===== config.mk =====
export PLATFORM = sky130hd
export DESIGN_NAME = stun_xor_mapped_address_parser_core_flat
export DESIGN_NICKNAME = d
export VERILOG_FILES = /design/src/hdl/stxma_pkg.sv /design/src/hdl/stxma_in_if.sv /design/src/hdl/stxma_out_if.sv /design/src/hdl/stxma_in_stage.sv /design/src/hdl/stxma_parser.sv /design/src/hdl/stxma_out_stage.sv /design/src/hdl/stun_xor_mapped_address_parser_core.sv /design/src/flat_wrapper.sv
export SDC_FILE = /design/constraint.sdc
export NUM_CORES = 1
export LEC_CHECK = 0
export BUFFER_PORTS_ARGS = -buffer_cell sky130_fd_sc_hd__buf_2
export CORE_MARGIN = 2
export CORE_UTILIZATION = 35
export DETAILED_ROUTE_END_ITERATION = 12
export GPL_TIMING_DRIVEN = 0
export PLACE_DENSITY = 0.48
export SLEW_MARGIN = 0
export SYNTH_ARGS = -nofsm -noshare
export SYNTH_HDL_FRONTEND = slang
export SYNTH_SLANG_ARGS = --single-unit

===== constraint.sdc =====
create_clock -name clk_i -period 4.5 [get_ports clk_i]
set_input_delay 0.9 -clock clk_i [delete_from_list [all_inputs] [get_ports clk_i]]
set_output_delay 0.9 -clock clk_i [all_outputs]
set_load 0.005 [all_outputs]

===== src/hdl/stxma_pkg.sv =====
// Shared types and constants for the STUN XOR-MAPPED-ADDRESS parser.
package stxma_pkg;

  localparam logic [15:0] BINDING_RESPONSE = 16'h0101;
  localparam logic [15:0] XOR_ADDR_ATTR    = 16'h0020;
  localparam logic [31:0] XOR_COOKIE       = 32'h2112A442;
  localparam logic [15:0] PORT_MASK        = XOR_COOKIE[31:16];

  localparam logic [16:0] ATTR_HDR_BYTES = 17'd4;
  localparam logic [16:0] ADDR_BYTES     = 17'd8;

  typedef enum logic [2:0] {
    PH_HEADER   = 3'd0,
    PH_ATTR_HDR = 3'd1,
    PH_SKIP     = 3'd2,
    PH_ADDR     = 3'd3,
    PH_DONE     = 3'd4
  } phase_e;

  typedef enum logic [1:0] {
    ST_FOUND    = 2'd0,
    ST_BAD_TYPE = 2'd1,
    ST_NO_ADDR  = 2'd2
  } status_e;

  // One byte leaving the input register towards the parser
  typedef struct packed {
    logic       fire;
    logic [7:0] data_byte;
    logic       last_byte;
  } step_t;

  typedef struct packed {
    status_e     status;
    logic [31:0] public_address;
    logic [15:0] mapped_port;
  } result_t;

endpackage


===== src/hdl/stxma_in_if.sv =====
// Byte input channel: valid/ready handshake with datagram byte and end mark.
interface stxma_in_if;
  logic       valid;
  logic       ready;
  logic [7:0] data_byte;
  logic       last_byte;

  modport source (output valid, output data_byte, output last_byte, input ready);
  modport sink (input valid, input data_byte, input last_byte, output ready);
  modport monitor (input valid, input data_byte, input last_byte, input ready);
endinterface


===== src/hdl/stxma_out_if.sv =====
// Result channel: valid/ready handshake with status, address and port.
interface stxma_out_if;
  logic        valid;
  logic        ready;
  logic [1:0]  status;
  logic [31:0] public_address;
  logic [15:0] mapped_port;

  modport source (output valid, output status, output public_address,
                  output mapped_port, input ready);
  modport sink (input valid, input status, input public_address,
                input mapped_port, output ready);
  modport monitor (input valid, input status, input public_address,
                   input mapped_port, input ready);
endinterface


===== src/hdl/stxma_in_stage.sv =====
// Input register: holds one byte until the parser can take it.
module stxma_in_stage (
  input  logic               clk_i,
  input  logic               rst_ni,
  stxma_in_if.sink           in_i,
  input  logic               out_free_i,
  output stxma_pkg::step_t   step_o
);

  logic       valid_q;
  logic [7:0] data_q;
  logic       last_q;
  logic       advance;

  // A final byte needs a free result slot; other bytes always move on
  assign advance    = valid_q && (!last_q || out_free_i);
  assign in_i.ready = !valid_q || advance;

  always_ff @(posedge clk_i or negedge rst_ni) begin
    if (!rst_ni) begin
      valid_q <= 1'b0;
    end else if (in_i.ready) begin
      valid_q <= in_i.valid;
    end
  end

  always_ff @(posedge clk_i) begin
    if (in_i.valid && in_i.ready) begin
      data_q <= in_i.data_byte;
      last_q <= in_i.last_byte;
    end
  end

  assign step_o.fire      = advance;
  assign step_o.data_byte = data_q;
  assign step_o.last_byte = last_q;

endmodule


===== src/hdl/stxma_parser.sv =====
// Per-byte parse state and the result decoded at the final byte.
module stxma_parser #(
  parameter int unsigned MAX_BYTES = 1024
) (
  input  logic                 clk_i,
  input  logic                 rst_ni,
  input  stxma_pkg::step_t     step_i,
  output stxma_pkg::result_t   result_o
);

  localparam int unsigned IdxW = $clog2(MAX_BYTES + 1);

  logic [IdxW-1:0]   idx_q, idx_d;
  stxma_pkg::phase_e phase_q, phase_d;
  logic              match_q, match_d;
  logic [15:0]       atype_q, atype_d;
  logic [15:0]       alen_q, alen_d;
  logic [16:0]       rem_q, rem_d;
  logic [15:0]       port_q, port_d;
  logic [31:0]       addr_q, addr_d;
  logic              found_q, found_d;

  always_comb begin
    logic [16:0] padded;
    logic [15:0] merged;

    idx_d   = idx_q;
    phase_d = phase_q;
    match_d = match_q;
    atype_d = atype_q;
    alen_d  = alen_q;
    rem_d   = rem_q;
    port_d  = port_q;
    addr_d  = addr_q;
    found_d = found_q;
    padded  = '0;
    merged  = '0;

    result_o.status         = stxma_pkg::ST_NO_ADDR;
    result_o.public_address = '0;
    result_o.mapped_port    = '0;

    // Bytes past the receive limit are dropped, but the end mark still counts
    if (idx_q < IdxW'(MAX_BYTES)) begin
      idx_d = idx_q + IdxW'(1);
      unique case (phase_q)
        stxma_pkg::PH_HEADER: begin
          if (idx_q == IdxW'(0)) begin
            atype_d = {8'h00, step_i.data_byte};
          end else if (idx_q == IdxW'(1)) begin
            merged  = {atype_q[7:0], step_i.data_byte};
            atype_d = merged;
            match_d = (merged == stxma_pkg::BINDING_RESPONSE);
            if (merged != stxma_pkg::BINDING_RESPONSE) begin
              phase_d = stxma_pkg::PH_DONE;
            end
          end
          if (phase_d == stxma_pkg::PH_HEADER && idx_q == IdxW'(19)) begin
            phase_d = stxma_pkg::PH_ATTR_HDR;
            rem_d   = stxma_pkg::ATTR_HDR_BYTES;
            atype_d = '0;
            alen_d  = '0;
          end
        end
        stxma_pkg::PH_ATTR_HDR: begin
          if (rem_q >= 17'd3) begin
            atype_d = {atype_q[7:0], step_i.data_byte};
          end else begin
            alen_d = {alen_q[7:0], step_i.data_byte};
          end
          rem_d = rem_q - 17'd1;
          if (rem_q == 17'd1) begin
            if (atype_d == stxma_pkg::XOR_ADDR_ATTR) begin
              phase_d = stxma_pkg::PH_ADDR;
              rem_d   = stxma_pkg::ADDR_BYTES;
              port_d  = '0;
              addr_d  = '0;
            end else begin
              padded = ({1'b0, alen_d} + 17'd3) & 17'h1FFFC;
              if (padded == 17'd0) begin
                // empty value: next attribute header straight away
                phase_d = stxma_pkg::PH_ATTR_HDR;
                rem_d   = stxma_pkg::ATTR_HDR_BYTES;
                atype_d = '0;
                alen_d  = '0;
              end else begin
                phase_d = stxma_pkg::PH_SKIP;
                rem_d   = padded;
              end
            end
          end
        end
        stxma_pkg::PH_SKIP: begin
          rem_d = rem_q - 17'd1;
          if (rem_q == 17'd1) begin
            phase_d = stxma_pkg::PH_ATTR_HDR;
            rem_d   = stxma_pkg::ATTR_HDR_BYTES;
            atype_d = '0;
            alen_d  = '0;
          end
        end
        stxma_pkg::PH_ADDR: begin
          // reserved and family first, then port, then address
          if (rem_q == 17'd6 || rem_q == 17'd5) begin
            port_d = {port_q[7:0], step_i.data_byte};
          end else if (rem_q <= 17'd4) begin
            addr_d = {addr_q[23:0], step_i.data_byte};
          end
          rem_d = rem_q - 17'd1;
          if (rem_q == 17'd1) begin
            found_d = 1'b1;
            phase_d = stxma_pkg::PH_DONE;
          end
        end
        stxma_pkg::PH_DONE: begin
        end
        default: begin
        end
      endcase
    end

    if (idx_d < IdxW'(2) || !match_d) begin
      result_o.status = stxma_pkg::ST_BAD_TYPE;
    end else if (found_d) begin
      result_o.status         = stxma_pkg::ST_FOUND;
      result_o.public_address = addr_d ^ stxma_pkg::XOR_COOKIE;
      result_o.mapped_port    = port_d ^ stxma_pkg::PORT_MASK;
    end

    // Back to the start for the next datagram
    if (step_i.last_byte) begin
      idx_d   = '0;
      phase_d = stxma_pkg::PH_HEADER;
      match_d = 1'b0;
      atype_d = '0;
      alen_d  = '0;
      rem_d   = '0;
      port_d  = '0;
      addr_d  = '0;
      found_d = 1'b0;
    end
  end

  always_ff @(posedge clk_i or negedge rst_ni) begin
    if (!rst_ni) begin
      idx_q   <= '0;
      phase_q <= stxma_pkg::PH_HEADER;
      match_q <= 1'b0;
      atype_q <= '0;
      alen_q  <= '0;
      rem_q   <= '0;
      port_q  <= '0;
      addr_q  <= '0;
      found_q <= 1'b0;
    end else if (step_i.fire) begin
      idx_q   <= idx_d;
      phase_q <= phase_d;
      match_q <= match_d;
      atype_q <= atype_d;
      alen_q  <= alen_d;
      rem_q   <= rem_d;
      port_q  <= port_d;
      addr_q  <= addr_d;
      found_q <= found_d;
    end
  end

endmodule


===== src/hdl/stxma_out_stage.sv =====
// Result register: holds one decoded result until the sink takes it.
module stxma_out_stage (
  input  logic                clk_i,
  input  logic                rst_ni,
  input  logic                load_i,
  input  stxma_pkg::result_t  result_i,
  output logic                free_o,
  stxma_out_if.source         out_o
);

  logic                valid_q;
  stxma_pkg::result_t  res_q;

  assign free_o = !valid_q || out_o.ready;

  always_ff @(posedge clk_i or negedge rst_ni) begin
    if (!rst_ni) begin
      valid_q <= 1'b0;
    end else if (free_o) begin
      valid_q <= load_i;
    end
  end

  always_ff @(posedge clk_i) begin
    if (load_i && free_o) begin
      res_q <= result_i;
    end
  end

  assign out_o.valid          = valid_q;
  assign out_o.status         = res_q.status;
  assign out_o.public_address = res_q.public_address;
  assign out_o.mapped_port    = res_q.mapped_port;

endmodule


===== src/hdl/stun_xor_mapped_address_parser_core.sv =====
// Top level of the STUN binding-response XOR-MAPPED-ADDRESS parser.
//
//   channel | dir | payload                                  | transfer
//   in_i    | in  | data_byte[7:0], last_byte                | one datagram byte
//   out_o   | out | status[1:0], public_address[31:0],       | one result per
//           |     | mapped_port[15:0]                        | datagram
//
// One byte per cycle while the result slot is free; a byte passes the input
// register, then the parse logic, and a result is loaded into the result
// register as its final byte leaves the input register, once the slot is free.
// Reset clears the input, parse and result state; the first byte may follow.
// A pending result stalls the next final byte and all input behind it.
module stun_xor_mapped_address_parser_core #(
  parameter int unsigned MAX_BYTES = 1024
) (
  input  logic        clk_i,
  input  logic        rst_ni,
  stxma_in_if.sink    in_i,
  stxma_out_if.source out_o
);

  stxma_pkg::step_t   step;
  stxma_pkg::result_t result;
  logic               out_free;

  stxma_in_stage u_in_stage (
    .clk_i      (clk_i),
    .rst_ni     (rst_ni),
    .in_i       (in_i),
    .out_free_i (out_free),
    .step_o     (step)
  );

  stxma_parser #(
    .MAX_BYTES (MAX_BYTES)
  ) u_parser (
    .clk_i    (clk_i),
    .rst_ni   (rst_ni),
    .step_i   (step),
    .result_o (result)
  );

  stxma_out_stage u_out_stage (
    .clk_i    (clk_i),
    .rst_ni   (rst_ni),
    .load_i   (step.fire && step.last_byte),
    .result_i (result),
    .free_o   (out_free),
    .out_o    (out_o)
  );

endmodule


===== src/flat_wrapper.sv =====
// flat-port wrapper written by rule: the top's interface ports become plain ports
module stun_xor_mapped_address_parser_core_flat 
#(
  parameter int unsigned MAX_BYTES = 1024
)
  (clk_i, rst_ni, in_i_valid, in_i_data_byte, in_i_last_byte, in_i_ready, out_o_valid, out_o_status, out_o_public_address, out_o_mapped_port, out_o_ready);
  stxma_in_if in_i_i ();
  stxma_out_if out_o_i ();
  input  logic clk_i;
  input  logic rst_ni;
  input wire logic [$bits(in_i_i.valid)-1:0] in_i_valid;
  input wire logic [$bits(in_i_i.data_byte)-1:0] in_i_data_byte;
  input wire logic [$bits(in_i_i.last_byte)-1:0] in_i_last_byte;
  output wire logic [$bits(in_i_i.ready)-1:0] in_i_ready;
  output wire logic [$bits(out_o_i.valid)-1:0] out_o_valid;
  output wire logic [$bits(out_o_i.status)-1:0] out_o_status;
  output wire logic [$bits(out_o_i.public_address)-1:0] out_o_public_address;
  output wire logic [$bits(out_o_i.mapped_port)-1:0] out_o_mapped_port;
  input wire logic [$bits(out_o_i.ready)-1:0] out_o_ready;
  assign in_i_i.valid = in_i_valid;
  assign in_i_i.data_byte = in_i_data_byte;
  assign in_i_i.last_byte = in_i_last_byte;
  assign in_i_ready = in_i_i.ready;
  assign out_o_valid = out_o_i.valid;
  assign out_o_status = out_o_i.status;
  assign out_o_public_address = out_o_i.public_address;
  assign out_o_mapped_port = out_o_i.mapped_port;
  assign out_o_i.ready = out_o_ready;
  stun_xor_mapped_address_parser_core #(.MAX_BYTES(MAX_BYTES)) u_core (.clk_i(clk_i), .rst_ni(rst_ni), .in_i(in_i_i), .out_o(out_o_i));
endmodule

==> key figures, run 1 <==
Run status
  • Status: finished, final reports clean

Detailed routing
  • Post-DR wirelength/cell: about 20 µm
  • Final WL: 26,970 µm
  • DR DRC count: 0
  • Pre-antenna DRT Iters: 5
  • DR vias/cell: around 5.6
  • DR vias: around 7,400
  • Post-route ant nets: 0
  • DR iter-0 viols: about 560

Cells and area
  • Area Growth Syn to Fin: 15.48%
  • Ratio of cells with drive above 1 in the final layout: approximately 14%
  • Fin cells: approximately 1,300
  • Ant diodes: 0
  • Multi-input logic area: about 4000 µm²
  • Fillers: approximately 2,600
  • Register area: between 4000 and 5000 µm²
  • Final #Nets: 1,003
  • Post-Route Utilization: slightly above 40%

Floorplanning
  • Core area: approximately 26,000 µm²
  • Row cnt: 59
  • Die W: about 170 µm
  • Die ar.: 27,350 µm²
  • Die height: around 170 µm
  • Starting Density: between 30% and 40%
  • I/O pin cnt: 65

Critical path
  • Crit-path slowest cell: clkbuf_1
  • Setup crit start kind: flop
  • Crit-path cells: clkbuf_1, o2111ai_1, clkbuf_1, nor4_1, xor2_1, mux2i_1, o2111ai_1, nor3_2, o21ai_1, clkbuf_1, a22o_1
  • Arrival time at the worst endpoint: about 4.3 ns
  • WP data required: ~4.8 ns
  • Most frequent CP cell: clkbuf_1
  • Critical path type: flop to flop
  • Crit. End Element: flop
  • CP peak stage delay: ~0.58 ns
  • Crit-path max FO: 10

Place
  • DP Wirelength: about 19,000 µm
  • IO Port Bufs: between 60 and 70
  • Cells after DPL: 1,298
  • Gp weighted congestion: 0.8564
  • Dpl ws: 0.5185 ns

Hold path
  • Worst hold-check path type: input port to async pin

CTS
  • Total CTS buffers: 17
  • Clock Tree Buf Depth: 2
  • Root Driver: clkbuf_16
  • Post-CTS Resized: 0
  • CTS Hold Bufs: 0
  • Worst-Skew Late Latency: 0.45 ns
  • CTS H-tree depth: 4
  • # clock sinks: ~170
  • Number of setup buffers added after CTS: 0
  • Clock-pin slew on the worst setup and hold paths: around 0.080 ns
  • CTS tree: yes

Pwr
  • Clock power frac: 40.0%
  • LEAKAGE: between 4 and 5 nW
  • Switching Fraction: 30.38%
  • Sequential power share: around 46%
  • VDD IR max: about 0.00032 V
  • Switching power: approximately 1.2 mW
  • Combinational share of power: between 10 and 15%
  • Int Power: ~2.6 mW
  • Pwr Density: between 300 and 400 nW/µm²

Synth
  • Synthesized flop and latch total: about 170
  • Synth top area share: between 30% and 40%
  • Syn nets: roughly 920
  • Number of synthesized flops with an enable pin: roughly 60
  • Avg Inst Size Synth: between 10 and 15 µm²
  • Top FF cell, synth: dfrtp_1
  • Top cells by count, synth: 115 x dfrtp_1, 81 x nor2_1, 75 x a22o_1, 74 x nand2_1, 66 x o21ai_0
  • Mapped Cells: between 800 and 900
  • Post-Syn Area: approximately 9000 µm²
  • Yosys top cell by area: dfrtp_1
  • Yosys warnings: 0
  • Dominant cells by area after synthesis: dfrtp_1 32%, edfxtp_1 19%, a22o_1 7.2%
  • Count leader, synth: dfrtp_1
  • Distinct cells, synth: 74
  • Seq/Total Area, Yosys: 51.00%
  • Fraction of registers with async set/reset: 66.09%

Global routing
  • Vias in the first global route: between 7,000 and 8,000
  • Global-route wire length before repair: about 43,000 µm
  • Initial antenna violation count: 0
  • GRT Resource Usage Total: 20.45%
  • Global route overflow: 0
  • Largest net degree at the start of global routing: 90

Timing
  • Post-route clock skew: 0.01838 ns
  • Final worst setup slack: roughly 0.59 ns
  • Final Setup Violations: 0
  • Slew HR: 32.87%
  • Fmax: 256.0 MHz
  • Final Slew Violations: 0
  • Tightest Pin Transition: 0.9986 ns
  • RSZ-0062 raised after global routing: no
  • Final Critical Period: roughly 3.9 ns
  • Tcrit/Tclk final: 86.82%
  • Final Hold Fails: 0

Flow run
  • MaxCap Viol Count: 0
## power groups by stage
stage | Sequential (mW) | Clock [mW] | Combinational (mW)
after floorplan | 1.79 | 0 | 0.339
after global placement | 1.80 | 0 | 0.509
after detailed placement | 1.80 | 0 | 0.519
after CTS | 1.77 | 1.56 | 0.521
after global routing | 1.78 | 1.62 | 0.569
final | 1.77 | 1.52 | 0.515
## sequential cells by signal (all words and copies together) (netlist names), 2 cells and up
| signal | cells |
|---|---|
| u_core.u_parser.idx_q | 11 |
| u_core.u_out_stage.out_o.status | 2 |
| u_core.u_parser.rem_q | 17 |
| u_core.u_parser.alen_q | 16 |
| u_core.u_parser.port_q | 16 |
| u_core.u_out_stage.out_o.mapped_port | 16 |
| u_core.u_out_stage.out_o.public_address | 32 |
| u_core.u_parser.addr_q | 32 |
| u_core.u_in_stage.data_q | 8 |
| u_core.u_parser.atype_q | 16 |
| u_core.u_parser.phase_q | 3 |
## cell families after synthesis
kind of cell               after synthesis  synth area share, %
xor gates and xnor gates                27                2.594
buffers and inverters                   87                4.406
and+or+nand+nor                        297                16.29
AOI/OAI and AO/OA                      291                23.10
DFF                                    174                51.00
adders and majority gates                8                1.098
muxes                                   13                1.510
## worst paths after layout
path,cells past startpoint,start,slack [ns],endpoint
worst max-delay path,11,u_core.u_in_stage.data_q[4],0.59,u_core.u_parser.alen_q[8]
worst min register to register,1,u_core.u_parser.atype_q[15],0.51,u_core.u_parser.atype_q[15]
worst min-delay path,1,rst_ni,0.33,u_core.u_parser.alen_q[14]
max in group asynchronous,2,rst_ni,3.39,u_core.u_parser.atype_q[14]
worst max register to register,11,u_core.u_in_stage.data_q[4],0.59,u_core.u_parser.alen_q[8]
min in group clk_i,1,u_core.u_parser.atype_q[15],0.51,u_core.u_parser.atype_q[15]
## stage by stage
stage               total power, mW  hold WS [ns]  instance area, µm²  setup TNS (ns)
floorplan                     2.127        0.4640                9116               0
global placement              2.312        0.4867                9856          -84.41
detailed placement            2.317        0.4876                9917               0
CTS                           3.844        0.3310               10530               0
global route                  3.966        0.3336               10530               0
finish                        3.804        0.3274               10530               0
## cell type report
cell class,instances,share of cell area (%)
Buffer,72,3.280
Clock buffer,17,4.041
Tap cell,335,3.981
Sequential cell,174,44.16
Multi-Input combinational cell,636,38.69
Inverter,15,0.5348
Clock inverter,15,1.759
Timing Repair Buffer,66,3.554
## layer usage
layer	track usage, %	up-vias	wire length, µm
met5	0	-	0
met4	4.820	0	387
met3	3.347	27	952
met2	34.15	158	13080
met1	27.89	3665	12550
li1	-	3563	-
## worst max-delay path, delay by kind of cell, from the launching register on
family,cells,cell delay [ns]
buffers and inverters,3,1.19
AO/OA/AOI/OAI,4,1.04
AND/OR/NAND/NOR,2,0.82
flip-flops,1,0.33
multiplexers,1,0.32
XOR/XNOR,1,0.11
## placed cells by master, fill, tap and decap left out, drive strengths merged, types with 9 or more instances in the layout
cell type,netlist,layout
a22oi,38,38
nand3,26,26
buf,21,87
a21oi,31,31
o31ai,10,10
a22o,75,75
dfrtp,115,115
clkbuf,51,68
edfxtp,59,59
nand4,10,10
xnor2,14,14
a221oi,11,11
xor2,13,13
nor3b,9,9
nor3,35,35
nor2,82,82
nand2,75,75
nor4,14,14
clkinv,1,9
o21ai,70,70
inv,14,21
Power figures use the tool's default switching activity.
==> inputs of run 2 (changes only) <==
--- a/config.mk
+++ b/config.mk
@@ -5,6 +5,7 @@
 export SDC_FILE = /design/constraint.sdc
 export NUM_CORES = 1
 export LEC_CHECK = 0
+export ABC_AREA = 1
 export BUFFER_PORTS_ARGS = -buffer_cell sky130_fd_sc_hd__buf_2
 export CORE_MARGIN = 2
 export CORE_UTILIZATION = 35
==> key figures, run 2 <==
Critical path
  • Arrival time at the worst endpoint: around 3.9 ns
  • CP peak stage delay: between 0.5 and 0.6 ns
  • Crit-path leading delay family: simple AND/OR/NAND/NOR gates
  • WP data required: 4.80 ns
  • Crit-path slowest cell: nor2_1
  • Critical path type: flop to flop
  • Crit-path max FO: 10
  • Crit. End Element: flop
  • Setup crit start kind: flop
  • Crit-path cells: inv_1, nor2_1, inv_1, nor2_1, clkinv_1, o31ai_1, inv_1, or2_2, buf_4, buf_2, nor2_1
  • Worst path buffer plus inverter count: 6

Cells and area
  • Commonest non-fill, non-tap cell in the layout: nand2_1
  • Fin cells: between 1,500 and 2,000
  • Most frequent cells in the layout: 363 x nand2_1, 141 x nand3_1, 115 x dfrtp_1
  • Register area: about 4600 µm²
  • Ratio of cells with drive above 1 in the final layout: roughly an eighth
  • Fillers: roughly 3,200
  • Area Growth Syn to Fin: 13.36%
  • Final #Nets: approximately 1,500
  • Ant diodes: 0
  • Multi-input logic area: 5251 µm²

Synth
  • Xor/xnor cell area share of the yosys netlist: around 1.8%
  • Compound-cell area share of the yosys netlist: 14.80%
  • Avg Inst Size Synth: 7.569 µm²
  • Syn nets: approximately 1,400
  • Dominant cells by area after synthesis: dfrtp_1 27%, edfxtp_1 16%, nand2_1 13%
  • Number of synthesized flops with an enable pin: 59
  • Fraction of registers with async set/reset: between 60% and 70%
  • Yosys warnings: 0
  • Top FF cell, synth: dfrtp_1
  • Yosys top cell by area: dfrtp_1
  • Distinct cells, synth: 50
  • Synth top area share: between 20% and 30%
  • Combinational family with the most area after synthesis: simple AND/OR/NAND/NOR gates
  • Mapped Cells: approximately 1,400
  • Post-synthesis mux area share: less than 1%
  • Post-synthesis simple-gate area fraction: between 30% and 40%
  • Top cells by count, synth: 363 x nand2_1, 141 x nand3_1, 115 x dfrtp_1, 114 x inv_1, 104 x nor2_1
  • Seq/Total Area, Yosys: a little over two fifths
  • Synthesized flop and latch total: 174
  • Adder-cell share of the synthesized area: less than 1%
  • Post-Syn Area: 10,790 µm²
  • Count leader, synth: nand2_1

CTS
  • Worst-Skew Late Latency: between 0.4 and 0.5 ns
  • Clock-pin slew on the worst setup and hold paths: around 0.080 ns
  • Number of setup buffers added after CTS: 0
  • CTS H-tree depth: 4
  • Root Driver: clkbuf_16
  • # clock sinks: approximately 170
  • Post-CTS Resized: 0
  • Total CTS buffers: 17
  • CTS tree: yes
  • Clock Tree Buf Depth: 2
  • CTS Hold Bufs: 0

Place
  • Cells after DPL: 1,887
  • Gp weighted congestion: 0.8620
  • IO Port Bufs: 64
  • DP Wirelength: approximately 26,000 µm

Global routing
  • Largest net degree at the start of global routing: 84
  • Initial antenna violation count: 0
  • GRT Resource Usage Total: 22.41%
  • Global-route wire length before repair: 56,940 µm
  • Vias in the first global route: about 9,800
  • Global route overflow: 0

Pwr
  • VDD IR max: between 0.0002 and 0.0003 V
  • LEAKAGE: 5.416 nW
  • Pwr Density: 566.1 nW/µm²

Timing
  • Post-route clock skew: ~0.013 ns
  • Fmax: around 270 MHz
  • Final Hold Fails: 0
  • Tightest Pin Transition: about 0.82 ns
  • Final Slew Violations: 0
  • Final Critical Period: about 3.6 ns
  • Post-route setup TNS: 0 ns
  • Final Setup Violations: 0
  • Slew HR: between 40% and 50%
  • Tcrit/Tclk final: 81.02%
  • RSZ-0062 raised after global routing: no

Detailed routing
  • Post-route ant nets: 0
  • Post-DR wirelength/cell: roughly 19 µm
  • DR DRC count: 0
  • Pre-antenna DRT Iters: 5
  • Final WL: approximately 36,000 µm
  • DR vias: a little over 10,000
  • DR vias/cell: between 5 and 6
  • DR iter-0 viols: 844

Floorplanning
  • Die ar.: between 30,000 and 40,000 µm²
  • Starting Density: between 30 and 40%
  • Die W: 179.5 µm
  • Die height: ~180 µm
  • Row cnt: 64
  • Core area: roughly 30,000 µm²
  • I/O pin cnt: 65

Run status
  • Status: finished, final reports clean

Flow run
  • MaxCap Viol Count: 0

Hold path
  • Worst hold-check path type: input port to async pin
-- run 2: cell count changes after synthesis, moves of 24 or more --
cell / before / now
o21ai_0: 66 / 92
a22o_1: 75 / 1
inv_1: 14 / 114
nand2_1: 74 / 363
a22oi_1: 38 / 0
nand4_1: 10 / 34
a21oi_1: 31 / 81
nand3_1: 25 / 141
o21ai_1: 2 / 50
-- run 2: metrics by stage --
stage	instance area, µm²	power, mW	worst slack [ns]	hold slack (ns)	util, %
after global routing	12230	7.438	0.6420	0.3412	40.18
after floorplan	10790	4.478	1.785	0.4450	-
after CTS	12230	6.930	0.7966	0.3383	40.18
after global placement	11600	5.414	0.7529	0.4657	38.13
after detailed placement	11650	5.415	0.8194	0.4657	38.30
final	12230	6.922	0.8540	0.3323	40.18
-- run 2: cells by family after synthesis --
kind of cell               Yosys count
and+or+nand+nor                    723
AOI/OAI and AO/OA                  289
buffers and inverters              206
DFF                                174
xor gates and xnor gates            22
adders and majority gates            8
muxes                                3
-- run 2: worst register-to-register path: stages, from the launching register on --
cell      delay, ns
dfrtp_1        0.39
inv_1          0.05
nor2_1         0.19
inv_1          0.14
nor2_1         0.57
clkinv_1       0.53
o31ai_1        0.53
inv_1          0.11
or2_2          0.36
buf_4          0.20
buf_2          0.22
nor2_1         0.19
-- run 2: report_power, final --
part	switching, mW	internal [mW]	total, mW	leakage (nW)
sequential	0.226	1.87	2.10	2.14
combinational	2.34	0.988	3.33	3.00
clock	0.758	0.737	1.49	0.269
-- run 2: worst paths after layout --
path	start	to	slack, ns	depth (start not counted)
max in group asynchronous	rst_ni	u_core.u_parser.alen_q[14]	3.39	2
max reg2reg	u_core.u_parser.phase_q[0]	u_core.u_out_stage.out_o.mapped_port[11]	0.85	11
min	rst_ni	u_core.u_parser.addr_q[26]	0.33	1
min in group clk_i	u_core.u_parser.atype_q[14]	u_core.u_parser.atype_q[14]	0.48	2
max	u_core.u_parser.phase_q[0]	u_core.u_out_stage.out_o.mapped_port[11]	0.85	11
min reg2reg	u_core.u_parser.atype_q[14]	u_core.u_parser.atype_q[14]	0.48	2
-- run 2: area by class of cell --
cell class                      count  area share [%]
Clock inverter                     15           1.197
Sequential cell                   174           38.03
Timing Repair Buffer               66           3.060
Buffer                             78           3.305
Inverter                          128           3.930
Clock buffer                       17           3.479
Tap cell                          396           4.052
Multi-Input combinational cell   1045           42.95
-- run 2: metal layers --
layer / global-route usage (%) / wire (µm) / vias up
met4: 6.992 / 810 / 0
met1: 30.40 / 16030 / 4833
met2: 36.97 / 17000 / 304
met5: 0 / 0 / -
met3: 3.282 / 1708 / 51
li1: - / - / 4983
==> inputs of run 3 (changes only) <==
--- a/config.mk
+++ b/config.mk
@@ -5,13 +5,13 @@
 export SDC_FILE = /design/constraint.sdc
 export NUM_CORES = 1
 export LEC_CHECK = 0
-export ABC_AREA = 1
+export ABC_AREA = 0
 export BUFFER_PORTS_ARGS = -buffer_cell sky130_fd_sc_hd__buf_2
 export CORE_MARGIN = 2
 export CORE_UTILIZATION = 35
 export DETAILED_ROUTE_END_ITERATION = 12
 export GPL_TIMING_DRIVEN = 0
-export PLACE_DENSITY = 0.48
+export PLACE_DENSITY = 0.5
 export SLEW_MARGIN = 0
 export SYNTH_ARGS = -nofsm -noshare
 export SYNTH_HDL_FRONTEND = slang
==> constraint.sdc (replaced) <==
create_clock -name clk_i -period 3.15 [get_ports clk_i]
set_input_delay 0.63 -clock clk_i [delete_from_list [all_inputs] [get_ports clk_i]]
set_output_delay 0.63 -clock clk_i [all_outputs]
set_load 0.005 [all_outputs]
==> key figures, run 3 (same netlist as run 1, synthesis figures left out) <==
Timing
  • Slew HR: 46.49%
  • Final Setup Violations: 0
  • Final worst setup slack: 0.09492 ns
  • Tcrit/Tclk final: a little over nine tenths
  • Final Hold Fails: 0
  • RSZ-0062 raised after global routing: yes
  • Post-route clock skew: approximately 0.014 ns
  • Fmax: between 300 and 400 MHz
  • Tightest Pin Transition: 0.7824 ns
  • Final Slew Violations: 0
  • Final Critical Period: slightly above 3 ns

Detailed routing
  • DR iter-0 viols: ~520
  • DR DRC count: 0
  • DR vias: roughly 7,600
  • DR vias/cell: around 5.7
  • Pre-antenna DRT Iters: 6
  • Final WL: ~27,000 µm
  • Post-DR wirelength/cell: ~20 µm
  • Post-route ant nets: 0

Critical path
  • Critical path type: flop to flop
  • WP data required: between 3 and 4 ns
  • Arrival time at the worst endpoint: around 3.3 ns
  • Setup crit start kind: flop
  • Worst r2r src: u_core.u_parser.idx_q[10]
  • Crit-path max FO: 10
  • Launch point of the worst path: u_core.u_parser.idx_q[10]
  • Crit. End Element: flop

CTS
  • Worst-Skew Late Latency: 0.44 ns
  • Root Driver: clkbuf_16
  • Clock Tree Buf Depth: 2
  • # clock sinks: between 150 and 200
  • Clock-pin slew on the worst setup and hold paths: 0.08 ns
  • CTS H-tree depth: 4
  • CTS Hold Bufs: 0
  • CTS tree: yes
  • Total CTS buffers: 17

Floorplanning
  • Core area: 25,840 µm²
  • Die height: approximately 170 µm
  • Starting Density: between 30% and 40%
  • I/O pin cnt: 65
  • Die W: between 150 and 200 µm
  • Die ar.: between 20,000 and 30,000 µm²
  • Row cnt: a little under 60

Pwr
  • Total chip power: 5.590 mW
  • Switching Fraction: about 30%
  • VDD IR max: ~0.00033 V
  • Clock power frac: approximately two fifths
  • LEAKAGE: approximately 4.5 nW
  • Int Power: approximately 3.9 mW
  • Combinational share of power: 14.4%
  • Sequential power share: 45.2%
  • Switching power: 1.678 mW
  • Pwr Density: slightly above 500 nW/µm²

Cells and area
  • Final Cell Area: approximately 11,000 µm²
  • Ant diodes: 0
  • Fillers: ~2,500
  • Area Growth Syn to Fin: 21.89%
  • Ratio of cells with drive above 1 in the final layout: 22.51%
  • Multi-input logic area: about 4400 µm²
  • Commonest non-fill, non-tap cell in the layout: dfrtp_1
  • Register area: between 4000 and 5000 µm²
  • Most frequent cells in the layout: 112 x dfrtp_1, 79 x nor2_1, 75 x a22o_1
  • Post-Route Utilization: between 40% and 50%
  • Final #Nets: around 1,000

Place
  • Dpl ws: -0.7835 ns
  • IO Port Bufs: 64
  • Placed cell area: between 9000 and 10,000 µm²
  • DP Wirelength: approximately 18,000 µm
  • Gp weighted congestion: around 0.85

Global routing
  • Initial antenna violation count: 0
  • Global route overflow: 0
  • Global-route wire length before repair: 42,810 µm
  • Vias in the first global route: 7,365
  • Largest net degree at the start of global routing: 73
  • GRT Resource Usage Total: 20.41%

Flow run
  • MaxCap Viol Count: 0

Run status
  • Status: finished, final reports clean

Hold path
  • Worst hold-check path type: input port to async pin
-- run 3: cell count changes in the layout (fill, tap and decap cells not counted), moves of 27 or more --
cell	change
nand2_1	-291
nand3_1	-118
inv_1	-99
a22o_1	+74
a21oi_1	-51
o21ai_1	-48
a22oi_1	+32
buf_4	+30
o21ai_0	-27
-- run 3: power by group through the flow --
stage / Sequential [mW] / Clock [mW] / Combinational, mW
6_report: 2.53 / 2.26 / 0.805
5_1_grt: 2.54 / 2.39 / 0.889
4_1_cts: 2.53 / 2.30 / 0.763
3_5_place_dp: 2.57 / 0 / 0.732
3_3_place_gp: 2.57 / 0 / 0.718
2_1_floorplan: 2.55 / 0 / 0.484
-- run 3: layout make-up --
| class | count | area share, % |
|---|---|---|
| flip-flops and latches | 174 | 41.88 |
| multi-input cells | 637 | 39.48 |
| repair buffers | 92 | 5.236 |
| clock buffers | 17 | 3.828 |
| well taps | 335 | 3.772 |
| plain buffers | 63 | 3.434 |
| clock inverters | 15 | 1.869 |
| inverters | 15 | 0.5067 |
-- run 3: path summary, 6_finish.rpt --
| path | depth (start not counted) | end | slack (ns) |
|---|---|---|---|
| worst max-delay path | 10 | u_core.u_out_stage.out_o.public_address[1] | 0.09 |
| worst min-delay path | 1 | u_core.u_parser.rem_q[15] | 0.11 |
| worst max register to register | 10 | u_core.u_out_stage.out_o.public_address[1] | 0.09 |
| worst min register to register | 1 | u_core.u_parser.atype_q[15] | 0.51 |
| max in group asynchronous | 2 | u_core.u_parser.alen_q[5] | 2.26 |
| min in group clk_i | 1 | u_core.u_in_stage.data_q[7] | 0.37 |
-- run 3: metal layers --
| metal | GRT usage, % | vias up | part of all wire (%) |
|---|---|---|---|
| met5 | 0 | - | 0 |
| met4 | 5.995 | 0 | 1.9 |
| met3 | 2.822 | 40 | 3.8 |
| met2 | 32.63 | 188 | 47 |
| met1 | 28.91 | 3807 | 47 |
| li1 | - | 3599 | - |
-- run 3: critical path: stages, from the launching register on --
cell and delay (ns):
dfrtp_1 0.36, buf_2 0.20, or4_4 0.58, nor3_4 0.16, and3_1 0.20, nand3_1 0.09
mux2_2 0.31, a41o_1 0.27, o21bai_2 0.24, buf_6 0.17, a221oi_2 0.26
-- run 3: metrics by stage --
step	hold WS, ns	TNS, ns	instances
after global placement	0.4828	-144.32	1296
after detailed placement	0.4881	-62.97	1298
after CTS	0.1326	0	1332
after global routing	0.1392	-0.03395	1348
after floorplan	0.3344	0	897
final	0.1145	0	1348
-- run 3: repair_timing --
action	4_1_cts	5_1_grt
pin swaps	3	9
resized for setup	46	67
gates cloned	0	1
setup endpoints to repair	193	124
buffers inserted	9	17
